[src/sv/cia_pkg.sv]
// Shared types, constants and helper functions for the camera incidence angle block.
// Depends on nothing; every other file of the block imports it.
package cia_pkg;

    localparam int ELEV_W     = 19;
    localparam int POS_W      = 36;
    localparam int SPAN_W     = 32;
    localparam int ANGLE_W    = 16;
    localparam int CFG_W      = 36;
    localparam int CFG_IDX_W  = 3;
    localparam int GRAD_W     = 23;
    localparam int VEC_W      = 31;
    localparam int TAB_LEN    = 32;
    localparam int CIA_CORDIC_STEPS = 16;
    localparam int CW         = 35;
    localparam int ZW         = 34;

    localparam logic [29:0] DEG256_PER_RAD_Q16 = 30'd961263669;
    localparam logic [16:0] VIEW_LIMIT          = 17'd23040;

    // Configuration register indexes
    typedef enum logic [CFG_IDX_W-1:0] {
        REG_CAMERA_EAST   = 3'd0,
        REG_CAMERA_NORTH  = 3'd1,
        REG_CAMERA_HEIGHT = 3'd2,
        REG_EW_SPAN       = 3'd3,
        REG_NS_SPAN       = 3'd4
    } cia_reg_t;

    typedef struct packed {
        logic [POS_W-1:0]  cam_east;
        logic [POS_W-1:0]  cam_north;
        logic [ELEV_W-1:0] cam_height;
        logic [SPAN_W-1:0] ew_span;
        logic [SPAN_W-1:0] ns_span;
    } cia_cfg_t;

    typedef struct packed {
        logic [ELEV_W-1:0] elev_nw;
        logic [ELEV_W-1:0] elev_n;
        logic [ELEV_W-1:0] elev_ne;
        logic [ELEV_W-1:0] elev_w;
        logic [ELEV_W-1:0] elev_c;
        logic [ELEV_W-1:0] elev_e;
        logic [ELEV_W-1:0] elev_sw;
        logic [ELEV_W-1:0] elev_s;
        logic [ELEV_W-1:0] elev_se;
        logic [8:0]        null_mask;
        logic [POS_W-1:0]  cell_east;
        logic [POS_W-1:0]  cell_north;
    } cia_item_t;

    // Control bits that travel with each transaction
    typedef struct packed {
        logic valid;
        logic nul;
        logic zero;
    } cia_ctl_t;

    // Signed three-component vector, each component below 2^30 in magnitude
    typedef struct packed {
        logic [VEC_W-1:0] x;
        logic [VEC_W-1:0] y;
        logic [VEC_W-1:0] z;
    } cia_vec_t;

    function automatic logic signed [GRAD_W-1:0] grad_ext(input logic [ELEV_W-1:0] v);
        return $signed({{(GRAD_W-ELEV_W){v[ELEV_W-1]}}, v});
    endfunction

    // Position of the highest set bit, zero for an empty word
    function automatic logic [6:0] msb_index64(input logic [63:0] v);
        logic [6:0] idx;
        idx = '0;
        for (int i = 0; i < 64; i++)
        begin
            if (v[i])
            begin
                idx = 7'(i);
            end
        end
        return idx;
    endfunction

    // atan(2^-i) in radians, Q30
    function automatic logic [30:0] atan_q30(input int idx);
        logic [30:0] r;
        case (idx)
            0:       r = 31'd843314857;
            1:       r = 31'd497837829;
            2:       r = 31'd263043837;
            3:       r = 31'd133525159;
            4:       r = 31'd67021687;
            5:       r = 31'd33543516;
            6:       r = 31'd16775851;
            7:       r = 31'd8388437;
            8:       r = 31'd4194283;
            9:       r = 31'd2097149;
            10:      r = 31'd1048576;
            11:      r = 31'd524288;
            12:      r = 31'd262144;
            13:      r = 31'd131072;
            14:      r = 31'd65536;
            15:      r = 31'd32768;
            16:      r = 31'd16384;
            17:      r = 31'd8192;
            18:      r = 31'd4096;
            19:      r = 31'd2048;
            20:      r = 31'd1024;
            21:      r = 31'd512;
            22:      r = 31'd256;
            23:      r = 31'd128;
            24:      r = 31'd64;
            25:      r = 31'd32;
            26:      r = 31'd16;
            27:      r = 31'd8;
            28:      r = 31'd4;
            29:      r = 31'd2;
            30:      r = 31'd1;
            31:      r = 31'd1;
            default: r = '0;
        endcase
        return r;
    endfunction

endpackage

[src/sv/cia_degree.sv]
// Radians Q30 to 1/256 degree with rounding and clamping, plus the null and
// zero-vector overrides; holds the output registers. Depends on cia_pkg.
module cia_degree
    import cia_pkg::*;
(
    input  logic                      clk,
    input  logic                      rst_n,
    input  cia_ctl_t                  ctl_in,
    input  logic signed [ZW-1:0]      z_in,
    output logic                      done,
    output logic signed [ANGLE_W-1:0] view_angle,
    output logic                      angle_valid
);

    // Stage A: scale the angle magnitude
    cia_ctl_t    ctla_reg;
    logic [ZW-1:0] z_abs;
    logic [61:0] prod_next, prod_reg;
    logic        neg_next, neg_reg;

    always_comb
    begin
        z_abs = z_in[ZW-1] ? ZW'(-z_in) : ZW'(z_in);
        prod_next = z_abs[31:0] * DEG256_PER_RAD_Q16;
        neg_next = z_in[ZW-1];
    end

    // Stage B: round, clamp, apply sign and overrides
    logic [61:0]               rounded;
    logic [16:0]               dmag;
    logic                      done_next, done_reg;
    logic signed [ANGLE_W-1:0] angle_next, angle_reg;
    logic                      valid_next, valid_reg;

    always_comb
    begin
        rounded = (prod_reg + (62'd1 << 45)) >> 46;
        dmag = (rounded > 62'(VIEW_LIMIT)) ? VIEW_LIMIT : rounded[16:0];
        angle_next = neg_reg ? ANGLE_W'(-$signed({1'b0, dmag[15:0]}))
                             : ANGLE_W'($signed({1'b0, dmag[15:0]}));
        valid_next = 1'b1;
        if (ctla_reg.nul)
        begin
            angle_next = '0;
            valid_next = 1'b0;
        end
        else if (ctla_reg.zero)
        begin
            angle_next = '0;
        end
        done_next = ctla_reg.valid;
    end

    always_ff @(posedge clk or negedge rst_n)
    begin
        if (!rst_n)
        begin
            ctla_reg <= '0;
            done_reg <= 1'b0;
        end
        else
        begin
            ctla_reg <= ctl_in;
            done_reg <= done_next;
        end
    end

    always_ff @(posedge clk)
    begin
        prod_reg  <= prod_next;
        neg_reg   <= neg_next;
        angle_reg <= angle_next;
        valid_reg <= valid_next;
    end

    assign done        = done_reg;
    assign view_angle  = angle_reg;
    assign angle_valid = valid_reg;

endmodule

[config.mk]
export PLATFORM = sky130hd
export DESIGN_NAME = cia_degree
export DESIGN_NICKNAME = d
export VERILOG_FILES = /design/src/sv/cia_pkg.sv /design/src/sv/cia_degree.sv
export SDC_FILE = /design/constraint.sdc
export NUM_CORES = 1
export LEC_CHECK = 0
export ABC_AREA = 1
export BUFFER_PORTS_ARGS = -buffer_cell sky130_fd_sc_hd__buf_4
export CORE_MARGIN = 5
export CORE_UTILIZATION = 53
export CTS_CLUSTER_SIZE = 10
export DETAILED_ROUTE_END_ITERATION = 16
export PLACE_DENSITY = 0.68
export SLEW_MARGIN = 20
export SYNTH_ARGS = -nofsm -noshare
export SYNTH_HDL_FRONTEND = slang
export SYNTH_SLANG_ARGS = --single-unit
[constraint.sdc]
create_clock -name clk -period 5.5 [get_ports clk]
set_clock_uncertainty 0.05 [all_clocks]
set_input_delay 0.55 -clock clk [delete_from_list [all_inputs] [get_ports clk]]
set_output_delay 0.55 -clock clk [all_outputs]
set_load 0.01 [all_outputs]
==> summary.txt <==
Worst rel slew slack: 0.463
Setup violators final: 17
Final wirelength: 62700 um
Critical-path top delay cell: fa_1
I/O Pins: 57
Worst-Margin Slew: 0.803 ns
Die width: 202 um
Most frequent cell after synthesis: inv_1
Layout cell share with drive strength beyond 1: 0.337
Most instantiated cells after synthesis: inv_1, ha_1, fa_1
RSZ-0062 raised after global routing: yes
Hold Vio Cnt, Final: 0
Hold crit path type: reg -> reg
Max reg flops: 17
Syn_nets: 3119
Yosys warning total: 0
Leading area contributor after synthesis: fa_1
Final core occ: 0.740
Yosys top cell area share: 0.336
Status: finished, violations left
1st-iter DRT viols: 922
Fraction of registers with async set or reset after synthesis: 0.103
Final number of max-transition violations: 0
Clock transition at path regs: 0.06 ns
Final min period: 7.68 ns
Vias per cell: 5.16
Mean Syn Cell Area: 8.27 um2
Endpoint class of the critical path: flop
Crit-path max FO: 4
Register bit total from synthesis: 39
CORE AREA: 36400 um2
Synth top area cells: fa_1, ha_1, inv_1
FMAX: 130 MHz
Gr usage total: 0.309
Vias after detailed routing: 17447
Post-DP HPWL: 53900 um
Fin cells: 3384
CTS Buf Count: 5
Nets: 3683
Die height: 202 um
Crit path DAT: 7.80 ns
CP top delay family: adder cells
Violated checks: negative setup slack
Clock root buffer: clkbuf_16
Layout Area Growth over Synthesis: 38.7%
Placed insts: 3299
# DRC: 0
Clk sinks: 39
Setup TNS: -35.02 ns
Grt ovf: 0
# rows: 70
Die area: 40600 um2
Seq/Total Area, Yosys: 0.0412
1st-pass router iterations: 5
First-pass GRT wire length: 99500 um
I/O Buffers: 55
CP Buf/Inv Count: 8
Final hold slack: 0.298 ns
Starting Density: 0.534
EDFF count, synth: 0
Mapped Cells: 2351
Clock latency on the worst-skew pair: 0.28 ns
Final GP Congestion: 1.01
WS Path Type: in -> reg
Longest Clk Path Bufs: 2
Wire length per cell: 18.5 um
H-tree levels: 2
CTS tree: done
Slowest Stage Delay on Critical Path: 0.58 ns
Startpoint types: input port
Largest net degree at the start of global routing: 24
Vias in the first global route: 19061
Post-synthesis cell type count: 45
CP most frequent cell: fa_1
Antenna-violating nets left: 0
Netlist Area Pre-Place: 19400 um2
Fin crit share: 1.40
Antenna Cells: 0
Required time worst endpoint: 5.62 ns
Worst setup margin: -2.18 ns
Initial antenna violation count: 0
Main flop type after synthesis: dfxtp_1
Max capacitance violation total: 0
## placed cells by master, fill, tap and decap left out, types with 6 or more instances in the layout
cell type,count
a21o_1,12
a21oi_1,61
a21oi_2,22
a21oi_4,7
buf_4,537
buf_6,23
dfxtp_1,35
fa_1,302
fa_2,24
ha_1,327
ha_4,75
inv_1,633
inv_2,59
nand2_1,209
nand2_2,39
nand2_4,24
nand3_1,46
nand3_2,12
nand4_1,20
nor2_1,124
nor2_2,27
nor2_4,27
nor3_1,13
nor3_2,8
nor4_4,7
o21a_1,6
o21ai_0,27
o21ai_1,28
o21ai_2,19
o21bai_1,7
xnor2_1,11
xor2_1,49
xor2_2,7
xor2_4,10
## worst register-to-register path: cells and delay by family (launching register included)
family | cells | cell delay, ns
flops | 1 | 0.35
fa+ha+maj | 2 | 0.39
buf+inv | 1 | 0.06
simple gates | 17 | 2.12
## repair_timing
item,CTS,global route
gates resized for setup,262,158
hold endpoints to repair,4,0
buffers inserted,50,28
setup endpoints to repair,17,17
pin swaps,136,120
hold buffers,1,0
## through the flow
step	area, um2	setup slack, ns
5_1_grt	27000	-2.52
3_3_place_gp	24300	-2.55
6_report	27000	-2.18
4_1_cts	26000	-2.06
2_1_floorplan	20100	-1.91
3_5_place_dp	24300	-2.70
## final timing paths
| path | startpoint | end | slack [ns] | cells after the start |
|---|---|---|---|---|
| min in group asynchronous | rst_n | done | 0.56 | 2 |
| min | done_next | done | 0.30 | 0 |
| max | z_in[2] | prod_reg[59] | -2.18 | 35 |
| max reg2reg | prod_reg[45] | view_angle[12] | 2.45 | 20 |
| min reg2reg | done_next | done | 0.30 | 0 |
| max in group asynchronous | rst_n | done_next | 4.75 | 2 |
## cell type report
cell class	count	area, um2
fillers	2666	9470
clock inverters	3	43.8
clock buffers	5	125
multi-input cells	1606	18400
repair buffers	566	4390
inverters	697	2630
well taps	468	586
flip-flops and latches	39	801
## logic make-up (layout without fill, tap and decap cells)
| group | count (synthesis) | in the layout | synth area share |
|---|---|---|---|
| adder cells (fa/ha/maj) | 729 | 729 | 0.595 |
| buffers and inverters | 706 | 1271 | 0.137 |
| AO/OA/AOI/OAI | 217 | 217 | 0.0633 |
| AND/OR/NAND/NOR | 580 | 580 | 0.127 |
| XOR/XNOR | 80 | 80 | 0.0368 |
| flip-flops | 39 | 39 | 0.0412 |
## layer usage
layer,GRT usage,wire length (um)
met2,0.534,30200
met1,0.410,26500
met4,0.0969,2900
met3,0.0317,3070
met5,0,0
Power is not shown: default switching activity piles up to over one toggle a cycle in this logic, so the estimate is an artifact.
