$ cat src/sv/cia_pkg.sv
// Shared types, constants and helper functions for the camera incidence angle block.
// Depends on nothing; every other file of the block imports it.
package cia_pkg;

    localparam int ELEV_W     = 19;
    localparam int POS_W      = 36;
    localparam int SPAN_W     = 32;
    localparam int ANGLE_W    = 16;
    localparam int CFG_W      = 36;
    localparam int CFG_IDX_W  = 3;
    localparam int GRAD_W     = 23;
    localparam int VEC_W      = 31;
    localparam int TAB_LEN    = 32;
    localparam int CIA_CORDIC_STEPS = 16;
    localparam int CW         = 35;
    localparam int ZW         = 34;

    localparam logic [29:0] DEG256_PER_RAD_Q16 = 30'd961263669;
    localparam logic [16:0] VIEW_LIMIT          = 17'd23040;

    // Configuration register indexes
    typedef enum logic [CFG_IDX_W-1:0] {
        REG_CAMERA_EAST   = 3'd0,
        REG_CAMERA_NORTH  = 3'd1,
        REG_CAMERA_HEIGHT = 3'd2,
        REG_EW_SPAN       = 3'd3,
        REG_NS_SPAN       = 3'd4
    } cia_reg_t;

    typedef struct packed {
        logic [POS_W-1:0]  cam_east;
        logic [POS_W-1:0]  cam_north;
        logic [ELEV_W-1:0] cam_height;
        logic [SPAN_W-1:0] ew_span;
        logic [SPAN_W-1:0] ns_span;
    } cia_cfg_t;

    typedef struct packed {
        logic [ELEV_W-1:0] elev_nw;
        logic [ELEV_W-1:0] elev_n;
        logic [ELEV_W-1:0] elev_ne;
        logic [ELEV_W-1:0] elev_w;
        logic [ELEV_W-1:0] elev_c;
        logic [ELEV_W-1:0] elev_e;
        logic [ELEV_W-1:0] elev_sw;
        logic [ELEV_W-1:0] elev_s;
        logic [ELEV_W-1:0] elev_se;
        logic [8:0]        null_mask;
        logic [POS_W-1:0]  cell_east;
        logic [POS_W-1:0]  cell_north;
    } cia_item_t;

    // Control bits that travel with each transaction
    typedef struct packed {
        logic valid;
        logic nul;
        logic zero;
    } cia_ctl_t;

    // Signed three-component vector, each component below 2^30 in magnitude
    typedef struct packed {
        logic [VEC_W-1:0] x;
        logic [VEC_W-1:0] y;
        logic [VEC_W-1:0] z;
    } cia_vec_t;

    function automatic logic signed [GRAD_W-1:0] grad_ext(input logic [ELEV_W-1:0] v);
        return $signed({{(GRAD_W-ELEV_W){v[ELEV_W-1]}}, v});
    endfunction

    // Position of the highest set bit, zero for an empty word
    function automatic logic [6:0] msb_index64(input logic [63:0] v);
        logic [6:0] idx;
        idx = '0;
        for (int i = 0; i < 64; i++)
        begin
            if (v[i])
            begin
                idx = 7'(i);
            end
        end
        return idx;
    endfunction

    // atan(2^-i) in radians, Q30
    function automatic logic [30:0] atan_q30(input int idx);
        logic [30:0] r;
        case (idx)
            0:       r = 31'd843314857;
            1:       r = 31'd497837829;
            2:       r = 31'd263043837;
            3:       r = 31'd133525159;
            4:       r = 31'd67021687;
            5:       r = 31'd33543516;
            6:       r = 31'd16775851;
            7:       r = 31'd8388437;
            8:       r = 31'd4194283;
            9:       r = 31'd2097149;
            10:      r = 31'd1048576;
            11:      r = 31'd524288;
            12:      r = 31'd262144;
            13:      r = 31'd131072;
            14:      r = 31'd65536;
            15:      r = 31'd32768;
            16:      r = 31'd16384;
            17:      r = 31'd8192;
            18:      r = 31'd4096;
            19:      r = 31'd2048;
            20:      r = 31'd1024;
            21:      r = 31'd512;
            22:      r = 31'd256;
            23:      r = 31'd128;
            24:      r = 31'd64;
            25:      r = 31'd32;
            26:      r = 31'd16;
            27:      r = 31'd8;
            28:      r = 31'd4;
            29:      r = 31'd2;
            30:      r = 31'd1;
            31:      r = 31'd1;
            default: r = '0;
        endcase
        return r;
    endfunction

endpackage

$ cat src/sv/cia_cordic.sv
// Pipelined vectoring CORDIC: angle of (x, y) in radians Q30, one iteration per stage.
// Depends on cia_pkg for the arctangent table.
module cia_cordic
    import cia_pkg::*;
#(
    parameter int CORDIC_STEPS = CIA_CORDIC_STEPS
)
(
    input  logic                 clk,
    input  logic                 rst_n,
    input  cia_ctl_t             ctl_in,
    input  logic [31:0]          x_in,
    input  logic [31:0]          y_in,
    output cia_ctl_t             ctl_out,
    output logic signed [ZW-1:0] z_out
);

    localparam int NSTEP = (CORDIC_STEPS > TAB_LEN) ? TAB_LEN : CORDIC_STEPS;

    cia_ctl_t             ctl_reg [NSTEP];
    logic signed [CW-1:0] x_reg   [NSTEP];
    logic signed [CW-1:0] y_reg   [NSTEP];
    logic signed [ZW-1:0] z_reg   [NSTEP];

    for (genvar i = 0; i < NSTEP; i++)
    begin : g_step
        cia_ctl_t             ctl_s;
        logic signed [CW-1:0] x_s, y_s, xs, ys, x_next, y_next;
        logic signed [ZW-1:0] z_s, z_next, a_s;

        if (i == 0)
        begin : g_first
            assign ctl_s = ctl_in;
            assign x_s   = $signed({3'b0, x_in});
            assign y_s   = $signed({{3{y_in[31]}}, y_in});
            assign z_s   = '0;
        end
        else
        begin : g_rest
            assign ctl_s = ctl_reg[i-1];
            assign x_s   = x_reg[i-1];
            assign y_s   = y_reg[i-1];
            assign z_s   = z_reg[i-1];
        end

        // Rotate toward the x axis
        always_comb
        begin
            xs = x_s >>> i;
            ys = y_s >>> i;
            a_s = $signed({3'b0, atan_q30(i)});
            if (!y_s[CW-1])
            begin
                x_next = x_s + ys;
                y_next = y_s - xs;
                z_next = z_s + a_s;
            end
            else
            begin
                x_next = x_s - ys;
                y_next = y_s + xs;
                z_next = z_s - a_s;
            end
        end

        always_ff @(posedge clk or negedge rst_n)
        begin
            if (!rst_n)
            begin
                ctl_reg[i] <= '0;
            end
            else
            begin
                ctl_reg[i] <= ctl_s;
            end
        end

        always_ff @(posedge clk)
        begin
            x_reg[i] <= x_next;
            y_reg[i] <= y_next;
            z_reg[i] <= z_next;
        end
    end

    assign ctl_out = ctl_reg[NSTEP-1];
    assign z_out   = z_reg[NSTEP-1];

endmodule

$ cat config.mk
export PLATFORM = sky130hd
export DESIGN_NAME = cia_cordic
export DESIGN_NICKNAME = d
export VERILOG_FILES = /design/src/sv/cia_pkg.sv /design/src/sv/cia_cordic.sv
export SDC_FILE = /design/constraint.sdc
export NUM_CORES = 2
export LEC_CHECK = 0
export ABC_AREA = 0
export BUFFER_PORTS_ARGS = -buffer_cell sky130_fd_sc_hd__buf_2
export CAP_MARGIN = 20
export CORE_MARGIN = 3
export CORE_UTILIZATION = 54
export CTS_CLUSTER_SIZE = 10
export DETAILED_ROUTE_END_ITERATION = 10
export PLACE_DENSITY = 0.72
export SLEW_MARGIN = 5
export SYNTH_ARGS = -nofsm -noshare
export SYNTH_HDL_FRONTEND = slang
export SYNTH_SLANG_ARGS = --single-unit
$ cat constraint.sdc
create_clock -name clk -period 4.7 [get_ports clk]
set_input_delay 0.235 -clock clk [delete_from_list [all_inputs] [get_ports clk]]
set_output_delay 0.235 -clock clk [all_outputs]
set_load 0.05 [all_outputs]
==> results.sh <==
export IMPL_crit_arrival_ps=5280
export IMPL_ys_seq_area_share_pct=27.8
export IMPL_rsz0062_at_grt="yes"
export IMPL_viasPerCell=5.90
export IMPL_setup_viol=0
export IMPL_cts_buffers=183
export IMPL_cp_max_fo=4
export IMPL_async_flop_share_pct=3.19
export IMPL_status="finished, final reports clean"
export IMPL_hold_viol=0
export IMPL_cp_start_kind="flop"
export IMPL_die_height_um=456
export IMPL_synth_cell_type_count=91
export IMPL_post_route_period_util_pct=96.8
export IMPL_synth_fp_nets=14400
export IMPL_yosysWarnings=0
export IMPL_synth_area_leaders="dfxtp_1, ha_1, xnor2_1"
export IMPL_cts_buffer_depth=3
export IMPL_worstSkewPairLatency_ps=860
export IMPL_place_congestion=0.961
export IMPL_synth_top_area_share_pct=26.7
export IMPL_grt_antenna_before_repair=12
export IMPL_worst_slew_pin_slew_ps=967
export IMPL_postPlaceCellArea_um2=115000
export IMPL_die_area_um2=208000
export IMPL_startpoint="y_reg[1][83]$_DFF_P_"
export IMPL_drc_errors=0
export IMPL_hpwlAfterDp_mm=242
export IMPL_core_um2=200000
export IMPL_fin_crit_ps=4550
export IMPL_clkTransAtPathRegs_ps=60
export IMPL_slew_viol_final=0
export IMPL_rows=164
export IMPL_stdcell_count=16100
export IMPL_io_pins=106
export IMPL_min_delay_start="x_in[4]"
export IMPL_wl_per_cell_um=18.6
export IMPL_r2r_start="y_reg[1][83]$_DFF_P_"
export IMPL_clock_sinks=1506
export IMPL_area_growth_pct=11.5
export IMPL_syn_inst=12900
export IMPL_drt_iter0_drc=6394
export IMPL_io_buffers=104
export IMPL_dr_total_vias=95200
export IMPL_fin_hold_ws_ps=56.5
export IMPL_start_util_pct=54.5
export IMPL_hold_class="in2reg"
export IMPL_crit_path_end_kind="flop"
export IMPL_cts_root_buffer="clkbuf_16"
export IMPL_worstPathRequired_ps=5430
export IMPL_max_clock_freq_mhz=220
export IMPL_synthesis_area_um2=109000
export IMPL_synth_top_area_cell="dfxtp_1"
export IMPL_finClkSkew_ps=56.7
export IMPL_grt_pass1_wl_mm=479
export IMPL_dp_cells=15800
export IMPL_cts_tree="done"
export IMPL_nets=14900
export IMPL_finalInstanceArea_um2=122000
export IMPL_die_x_um=456
export IMPL_synth_top_cells_by_count="dfxtp_1, ha_1, a21oi_1"
export IMPL_synth_ff_type="dfxtp_1"
export IMPL_grt_max_degree=90
export IMPL_syn_area_per_cell_um2=8.45
export IMPL_ys_ff_latch=1506
export IMPL_r2r_end="x_reg[1][138]$_DFF_P_"
export IMPL_wirelength_mm=301
export IMPL_maxSlewHeadroom_pct=35.5
export IMPL_yosysMostFrequentCell="dfxtp_1"
export IMPL_synth_edff_count=0
export IMPL_grt_overflow=0
export IMPL_grt_pass1_vias=92800
export IMPL_cap_violations=0
export IMPL_drive_above_1_share_pct=6.93
export IMPL_ff2ff_path_depth=21
export IMPL_dr_pass1_iters=8
export IMPL_largest_reg_flops=494
export IMPL_crit_type="reg2reg"
export IMPL_r2r_slack_ps=150
export IMPL_cts_max_level=4
export IMPL_postRouteAntennaNets=0
export IMPL_grt_use_total_pct=27.6
export IMPL_crit_path_end="x_reg[1][138]$_DFF_P_"
-- logic make-up after synthesis --
logic type / count (synthesis) / synth area share, %
compound gates: 3775 / 21.9
xor+xnor: 1842 / 14.8
fa+ha+maj: 1447 / 16.9
buf+inv: 819 / 2.83
flops: 1506 / 27.8
mux: 57 / 0.560
other cells: 1 / 0.00344
simple gates: 3470 / 15.1
-- layer usage --
metal  vias to the layer above  track usage, %  wire length (um)
met5                         -               0                13
met3                       644            3.40             14400
li1                      47000               -                 -
met2                      2501            49.0            146000
met1                     45000            33.9            128000
met4                         2            11.1             12100
-- timing repair --
action | in CTS | in global routing
hold buffers | 53 | 1
resized for setup | 6 | 147
hold endpoints to repair | 93 | 10
cloned | 0 | 0
setup endpoints to repair | 5 | 98
setup buffers | 0 | 10
pin swaps | 0 | 24
-- worst min path at each step --
stage,to,slack [ps],cells after the start
after floorplan,ctl_out[0]$_DFF_PN0_,-60,0
after global placement,z_reg[3][115]$_DFF_P_,310,0
after detailed placement,z_reg[3][110]$_DFF_P_,310,0
after CTS,x_reg[0][5]$_DFF_P_,3,6
after global routing,y_reg[0][29]$_DFF_P_,80,3
final,x_reg[0][5]$_DFF_P_,60,6
-- cells in the final DEF (no fill, tap or decap), types with 31 or more instances in the layout --
cell type and count:
a21oi_1 1350, o21a_1 211, and3_1 108, nor4_1 92, dfrtp_1 48, a211oi_1 107, o31ai_1 61, fa_1 43
nor3_1 299, ha_1 1401, dfxtp_1 1445, dlygate4sd3_1 54, o21bai_1 173, a21boi_0 40, nand2b_1 186, or2_2 39
or3_1 65, o41ai_1 41, nand4_1 86, o21ai_0 591, or4_1 33, a31oi_1 150, o211ai_1 45, nand2_1 641
o31a_1 36, a21o_1 556, inv_1 609, nand3_1 199, a211o_1 39, a31o_2 31, clkbuf_16 183, buf_2 104
xnor2_1 1221, and2_1 98, nor2b_1 196, buf_4 315, xor2_1 619, nor2_1 1270, mux2_2 32
-- per-stage QoR --
stage / setup WS [ps] / utilization, % / TNS, ps
6_report: 149 / 60.7 / 0
2_1_floorplan: 130 / - / 0
5_1_grt: -73.5 / 60.7 / -205
3_3_place_gp: -155 / 57.2 / -443
4_1_cts: 18.9 / 60.3 / 0
3_5_place_dp: -54.5 / 57.2 / -126
-- final cells by class --
cell class                      count  area [um2]
Timing Repair Buffer              480        3570
Antenna cell                       12        30.0
Inverter                          617        2320
Sequential cell                  1506       30400
Multi-Input combinational cell  10600       76400
Clock inverter                     43         687
Clock buffer                      228        4910
Fill cell                       17600       78600
Tap cell                         2656        3320
-- worst max-delay path, cell delays in order, from the launching register on --
cell      delay (ps)
dfxtp_1          320
nor3_2           210
nand2b_1         120
or3_4            440
nor4_4           150
buf_4            160
buf_4            110
nor2_1            40
xnor2_1          130
ha_1             300
and3_4           210
a221oi_4         290
nor2b_1          130
nor4bb_2         380
buf_4            180
nor2_1            40
o221a_2          280
o41ai_4          310
o21bai_1         100
a21o_1           210
a221oi_2         250
xnor2_1          120
Power is not shown: default switching activity piles up to over one toggle a cycle in this logic, so the estimate is an artifact.
