### config.mk
export PLATFORM = sky130hd
export DESIGN_NAME = cia_isqrt
export DESIGN_NICKNAME = d
export VERILOG_FILES = /design/src/sv/cia_pkg.sv /design/src/sv/cia_isqrt.sv
export SDC_FILE = /design/constraint.sdc
export NUM_CORES = 2
export LEC_CHECK = 0
export BUFFER_PORTS_ARGS = -buffer_cell sky130_fd_sc_hd__buf_2
export CAP_MARGIN = 10
export CELL_PAD_IN_SITES_DETAIL_PLACEMENT = 1
export CELL_PAD_IN_SITES_GLOBAL_PLACEMENT = 2
export CORE_ASPECT_RATIO = 0.6
export CORE_MARGIN = 4
export CORE_UTILIZATION = 42
export DETAILED_ROUTE_END_ITERATION = 7
export PLACE_DENSITY_LB_ADDON = 0.08
export REMOVE_ABC_BUFFERS = 1
export SLEW_MARGIN = 10
export SYNTH_ARGS = -nofsm -noshare
export SYNTH_HDL_FRONTEND = slang
export SYNTH_SLANG_ARGS = --single-unit
### constraint.sdc
create_clock -name clk -period 4.04 [get_ports clk]
set_input_delay 0 -clock clk [delete_from_list [all_inputs] [get_ports clk]]
set_output_delay 0 -clock clk [all_outputs]
set_load 0.05 [all_outputs]
### src/sv/cia_pkg.sv
// Shared types, constants and helper functions for the camera incidence angle block.
// Depends on nothing; every other file of the block imports it.
package cia_pkg;

    localparam int ELEV_W     = 19;
    localparam int POS_W      = 36;
    localparam int SPAN_W     = 32;
    localparam int ANGLE_W    = 16;
    localparam int CFG_W      = 36;
    localparam int CFG_IDX_W  = 3;
    localparam int GRAD_W     = 23;
    localparam int VEC_W      = 31;
    localparam int TAB_LEN    = 32;
    localparam int CIA_CORDIC_STEPS = 16;
    localparam int CW         = 35;
    localparam int ZW         = 34;

    localparam logic [29:0] DEG256_PER_RAD_Q16 = 30'd961263669;
    localparam logic [16:0] VIEW_LIMIT          = 17'd23040;

    // Configuration register indexes
    typedef enum logic [CFG_IDX_W-1:0] {
        REG_CAMERA_EAST   = 3'd0,
        REG_CAMERA_NORTH  = 3'd1,
        REG_CAMERA_HEIGHT = 3'd2,
        REG_EW_SPAN       = 3'd3,
        REG_NS_SPAN       = 3'd4
    } cia_reg_t;

    typedef struct packed {
        logic [POS_W-1:0]  cam_east;
        logic [POS_W-1:0]  cam_north;
        logic [ELEV_W-1:0] cam_height;
        logic [SPAN_W-1:0] ew_span;
        logic [SPAN_W-1:0] ns_span;
    } cia_cfg_t;

    typedef struct packed {
        logic [ELEV_W-1:0] elev_nw;
        logic [ELEV_W-1:0] elev_n;
        logic [ELEV_W-1:0] elev_ne;
        logic [ELEV_W-1:0] elev_w;
        logic [ELEV_W-1:0] elev_c;
        logic [ELEV_W-1:0] elev_e;
        logic [ELEV_W-1:0] elev_sw;
        logic [ELEV_W-1:0] elev_s;
        logic [ELEV_W-1:0] elev_se;
        logic [8:0]        null_mask;
        logic [POS_W-1:0]  cell_east;
        logic [POS_W-1:0]  cell_north;
    } cia_item_t;

    // Control bits that travel with each transaction
    typedef struct packed {
        logic valid;
        logic nul;
        logic zero;
    } cia_ctl_t;

    // Signed three-component vector, each component below 2^30 in magnitude
    typedef struct packed {
        logic [VEC_W-1:0] x;
        logic [VEC_W-1:0] y;
        logic [VEC_W-1:0] z;
    } cia_vec_t;

    function automatic logic signed [GRAD_W-1:0] grad_ext(input logic [ELEV_W-1:0] v);
        return $signed({{(GRAD_W-ELEV_W){v[ELEV_W-1]}}, v});
    endfunction

    // Position of the highest set bit, zero for an empty word
    function automatic logic [6:0] msb_index64(input logic [63:0] v);
        logic [6:0] idx;
        idx = '0;
        for (int i = 0; i < 64; i++)
        begin
            if (v[i])
            begin
                idx = 7'(i);
            end
        end
        return idx;
    endfunction

    // atan(2^-i) in radians, Q30
    function automatic logic [30:0] atan_q30(input int idx);
        logic [30:0] r;
        case (idx)
            0:       r = 31'd843314857;
            1:       r = 31'd497837829;
            2:       r = 31'd263043837;
            3:       r = 31'd133525159;
            4:       r = 31'd67021687;
            5:       r = 31'd33543516;
            6:       r = 31'd16775851;
            7:       r = 31'd8388437;
            8:       r = 31'd4194283;
            9:       r = 31'd2097149;
            10:      r = 31'd1048576;
            11:      r = 31'd524288;
            12:      r = 31'd262144;
            13:      r = 31'd131072;
            14:      r = 31'd65536;
            15:      r = 31'd32768;
            16:      r = 31'd16384;
            17:      r = 31'd8192;
            18:      r = 31'd4096;
            19:      r = 31'd2048;
            20:      r = 31'd1024;
            21:      r = 31'd512;
            22:      r = 31'd256;
            23:      r = 31'd128;
            24:      r = 31'd64;
            25:      r = 31'd32;
            26:      r = 31'd16;
            27:      r = 31'd8;
            28:      r = 31'd4;
            29:      r = 31'd2;
            30:      r = 31'd1;
            31:      r = 31'd1;
            default: r = '0;
        endcase
        return r;
    endfunction

endpackage

### src/sv/cia_isqrt.sv
// Pipelined floor integer square root of a 64-bit value, one result bit per stage.
// Depends on cia_pkg.
module cia_isqrt
    import cia_pkg::*;
(
    input  logic        clk,
    input  logic        rst_n,
    input  cia_ctl_t    ctl_in,
    input  logic [63:0] sq_in,
    input  logic [31:0] dot_in,
    output cia_ctl_t    ctl_out,
    output logic [31:0] root_out,
    output logic [31:0] dot_out
);

    localparam int NBIT = 32;

    cia_ctl_t    ctl_reg  [NBIT];
    logic [63:0] rem_reg  [NBIT];
    logic [31:0] root_reg [NBIT];
    logic [31:0] dot_reg  [NBIT];

    for (genvar j = 0; j < NBIT; j++)
    begin : g_bit
        localparam int K = NBIT - 1 - j;

        cia_ctl_t    ctl_in_s;
        logic [63:0] rem_in_s;
        logic [31:0] root_in_s;
        logic [31:0] dot_in_s;
        logic [65:0] trial;
        logic        take;
        logic [63:0] rem_next;
        logic [31:0] root_next;

        if (j == 0)
        begin : g_first
            assign ctl_in_s  = ctl_in;
            assign rem_in_s  = sq_in;
            assign root_in_s = '0;
            assign dot_in_s  = dot_in;
        end
        else
        begin : g_rest
            assign ctl_in_s  = ctl_reg[j-1];
            assign rem_in_s  = rem_reg[j-1];
            assign root_in_s = root_reg[j-1];
            assign dot_in_s  = dot_reg[j-1];
        end

        // Try the next root bit against the remainder
        always_comb
        begin
            trial = ({34'b0, root_in_s} << (K + 1)) + (66'd1 << (2 * K));
            take = ({2'b0, rem_in_s} >= trial);
            rem_next = take ? (rem_in_s - trial[63:0]) : rem_in_s;
            root_next = take ? (root_in_s | (32'd1 << K)) : root_in_s;
        end

        always_ff @(posedge clk or negedge rst_n)
        begin
            if (!rst_n)
            begin
                ctl_reg[j] <= '0;
            end
            else
            begin
                ctl_reg[j] <= ctl_in_s;
            end
        end

        always_ff @(posedge clk)
        begin
            rem_reg[j]  <= rem_next;
            root_reg[j] <= root_next;
            dot_reg[j]  <= dot_in_s;
        end
    end

    assign ctl_out  = ctl_reg[NBIT-1];
    assign root_out = root_reg[NBIT-1];
    assign dot_out  = dot_reg[NBIT-1];

endmodule

==> load_flow_metrics.sql <==
INSERT INTO impl_metrics (metric_group, metric, value, unit) VALUES
('outcome', 'run_status', 'finished with violations', ''),
('outcome', 'failing_checks', 'setup timing', ''),
('final_layout', 'layout.cells.most_common', 'sky130_fd_sc_hd__dfxtp_1', ''),
('floorplanning', 'die_width', '692', 'um'),
('critical_path', 'critPathSlowestCell', 'sky130_fd_sc_hd__or4_4', ''),
('floorplanning', 'io_pins', '168', ''),
('final_layout', 'drive_gt1_frac', '0.126', ''),
('drt', 'drc', '0', ''),
('drt', 'vias_per_cell', '5.11', ''),
('timing', 'final.min_clock_period', '4250', 'ps'),
('critical_path', 'max_fo_critical_path', '3', ''),
('floorplanning', 'core_area', '279000', 'um^2'),
('timing', 'rsz_0062_raised_after_global_routing', 'true', ''),
('power_and_ir_drop', 'cellPowerDensity', '726', 'nW/um^2'),
('power_and_ir_drop', 'worst_ir_drop_vdd', '625', 'uV'),
('global_route', 'grt.overflow.total', '0', ''),
('logic_synthesis', 'ys_ff_latch', '3632', ''),
('critical_path', 'required_time_worst_endpoint', '4820', 'ps'),
('logic_synthesis', 'post_synth.cell_area_avg', '11.0', 'um^2'),
('final_layout', 'largest_register_ffs', '1984', ''),
('drt', 'drt.antenna.violating_nets', '0', ''),
('timing', 'timing.clock.skew', '110', 'ps'),
('final_layout', 'num-nets-final', '12300', ''),
('logic_synthesis', 'ys.flop_type', 'sky130_fd_sc_hd__dfxtp_1', ''),
('timing', 'fin_crit_sh', '1.05', ''),
('floorplanning', 'rows', '150', ''),
('placement', 'detailedPlacementHpwl', '270000', 'um'),
('final_layout', 'area_growth', '19.5', '%'),
('timing', 'setup_viol_count_final', '38', ''),
('critical_path', 'r2r_start', 'rem_reg[13][104]', ''),
('critical_path', 'critical_path.endpoint_type', 'flop', ''),
('global_route', 'antenna_found_initial', '36', ''),
('cts', 'cts_max_level', '5', ''),
('global_route', 'grt_pass1_wl', '534000', 'um'),
('power_and_ir_drop', 'leakagePower', '63.8', 'nW'),
('timing', 'slew_violations', '0', ''),
('cts', 'cts_tree', 'yes', ''),
('cts', 'clock_slew_at_reported_path_ffs', '70', 'ps'),
('cts', 'ctsLongestPathBuffers', '4', ''),
('cts', 'tritoncts_buffers', '332', ''),
('critical_path', 'startpoint_type', 'flop', ''),
('logic_synthesis', 'syn-cell-area', '118000', 'um^2'),
('floorplanning', 'die-area', '289000', 'um^2'),
('critical_path', 'setup.worst_path.start', 'rem_reg[13][104]', ''),
('min_path', 'holdCritPathClass', 'in -> async', ''),
('cts', 'insertion_delay', '940', 'ps'),
('global_route', 'number_of_global_route_vias_before_repair', '81800', ''),
('cts', 'cts_root_buf', 'sky130_fd_sc_hd__clkbuf_16', ''),
('critical_path', 'path_cells', 'or3_4, or4_4, nand4b_1, or4_4, nand4_1, inv_1, o41a_1, or3_4, or4b_4, xnor2_1', ''),
('timing', 'final.setup.worst_slack', '-209', 'ps'),
('floorplanning', 'initial_core_util', '0.422', ''),
('critical_path', 'r2r-end', 'rem_reg[14][40]', ''),
('global_route', 'gr-usage-all-layers', '0.242', ''),
('critical_path', 'timing_worst_setup_path_type', 'reg -> reg', ''),
('critical_path', 'timing.reg2reg.worst_path_depth', '10', ''),
('placement', 'io_buffers', '167', ''),
('drt', 'totalWireLength', '358000', 'um'),
('timing', 'timing.fmax', '235', 'MHz'),
('timing', 'slew-limit-headroom', '0.253', ''),
('job', 'max_cap_violations', '0', ''),
('critical_path', 'timing.critical_path.slowest_cell_delay', '760', 'ps'),
('logic_synthesis', 'synth_enable_flop_cells', '0', ''),
('critical_path', 'cp_data_arrival_time', '5030', 'ps'),
('drt', 'num_vias', '80100', ''),
('final_layout', 'most-common-layout-cells', 'sky130_fd_sc_hd__dfxtp_1 (3533), sky130_fd_sc_hd__inv_1 (690), sky130_fd_sc_hd__nor2_1 (673), sky130_fd_sc_hd__a21oi_1 (629), sky130_fd_sc_hd__nand2_1 (610)', ''),
('logic_synthesis', 'async_flop_share', '0.0264', ''),
('logic_synthesis', 'yosysUniqueCellTypes', '90', ''),
('timing', 'hold_viol_final', '0', ''),
('global_route', 'pin_count_of_the_biggest_net_entering_global_routing', '62', ''),
('drt', 'drt_iter0_drc', '6259', ''),
('logic_synthesis', 'seq_area_frac_synth', '0.622', ''),
('timing', 'worst_hold_margin', '130', 'ps'),
('cts', 'cts_num_sinks', '3632', ''),
('timing', 'worst_slew_pin_tran', '1120', 'ps'),
('floorplanning', 'floorplan.die.height', '418', 'um'),
('drt', 'firstDrtPassIters', '6', ''),
('placement', 'dpl_worst_slack', '-1120', 'ps'),
('critical_path', 'worst-r2r-setup-slack', '-210', 'ps'),
('logic_synthesis', 'syn-instance-count', '10700', ''),
('logic_synthesis', 'yosys_warnings', '0', ''),
('placement', 'routability_congestion_estimate', '0.887', ''),
('drt', 'avgRoutedWirePerCell', '22.8', 'um');
[worst max-delay path, delay by kind of cell (launching register included)]
| family | cells | cell delay [ps] |
|---|---|---|
| DFF | 1 | 310 |
| xor gates and xnor gates | 1 | 140 |
| buffers and inverters | 1 | 60 |
| AOI/OAI and AO/OA | 1 | 150 |
| and+or+nand+nor | 7 | 3460 |
[worst max path at each step]
stage,end,cells after the start,slack (ps)
2_1_floorplan,rem_reg[9][57],9,-3420
3_3_place_gp,rem_reg[11][120],15,-960
3_5_place_dp,rem_reg[11][120],15,-1120
4_1_cts,rem_reg[14][55],13,-60
5_1_grt,rem_reg[14][56],17,-210
6_report,rem_reg[14][40],10,-210
[final cells by class]
class | count | area, um^2
tap | 3724 | 4660
sequential | 3632 | 73200
timing repair buffer | 897 | 7060
antenna | 11 | 27.5
fill | 29300 | 138000
inverter | 694 | 2610
clock inverter | 138 | 1860
clock buffer | 463 | 9590
multi-input combinational | 6122 | 41700
[cell families (layout without fill, tap and decap cells)]
group / count (synthesis) / in the layout / synth area share
mux: 91 / 91 / 0.00863
xor+xnor: 877 / 877 / 0.0652
compound gates: 1791 / 1791 / 0.0933
fa+ha+maj: 558 / 558 / 0.0593
simple gates: 2805 / 2805 / 0.121
other cells: 0 / 11 / 0
flops: 3632 / 3632 / 0.622
buf+inv: 918 / 2192 / 0.0306
[through the flow]
| step | cells | instance area [um^2] | TNS [ps] | utilization | total power [W] |
|---|---|---|---|---|---|
| after global routing | 15700 | 141000 | -3790 | 0.505 | 0.107 |
| after detailed placement | 14800 | 126000 | -55740 | 0.453 | 0.0687 |
| after global placement | 14800 | 126000 | -48480 | 0.453 | 0.0683 |
| after CTS | 15700 | 140000 | -304 | 0.502 | 0.102 |
| final | 15700 | 141000 | -2740 | 0.505 | 0.102 |
| after floorplan | 10400 | 117000 | -307860 | - | 0.0598 |
[where the power goes]
group,internal (W),switching (W),leakage (nW)
Clock,0.0189,0.0141,5.60
Sequential,0.0420,0.00553,30.8
Combinational,0.00927,0.0123,27.4
[what timing repair did]
action	CTS	global route
resized for setup	42	109
endpoints found under the hold margin	196	0
pin swaps	16	30
hold buffers	206	0
setup buffers	9	13
endpoints found under the setup margin	131	191
gates cloned	1	4
[layer usage]
layer  global-route usage  vias up  wire length, um
met5                    0        -               49
met4               0.0384        8             4740
met3               0.0640      365            28900
met2                0.291     1861           122000
met1                0.413    39300           203000
li1                     -    38600                -
[cell usage after synthesis (all sizes together) (47+ instances only)]
library cell  number  area share
or3              106      0.0056
nor4             338       0.018
a21oi            638       0.027
o21ai            425       0.018
a21o             245       0.016
o21a              88      0.0056
nor2             683       0.022
nand2            620       0.020
nor2b             74      0.0039
nand2b           107      0.0057
nor3             234      0.0099
clkbuf           168      0.0054
a31oi             49      0.0026
xnor2            449       0.033
dfxtp           3536        0.60
or4               75      0.0048
mux2              84      0.0080
ha               558       0.059
nand4            154      0.0082
nand3            145      0.0062
inv              693       0.022
dfrtp             96       0.020
xor2             428       0.032
nor4b             47      0.0035
buf               56      0.0031
(Power assumes the default switching activity.)
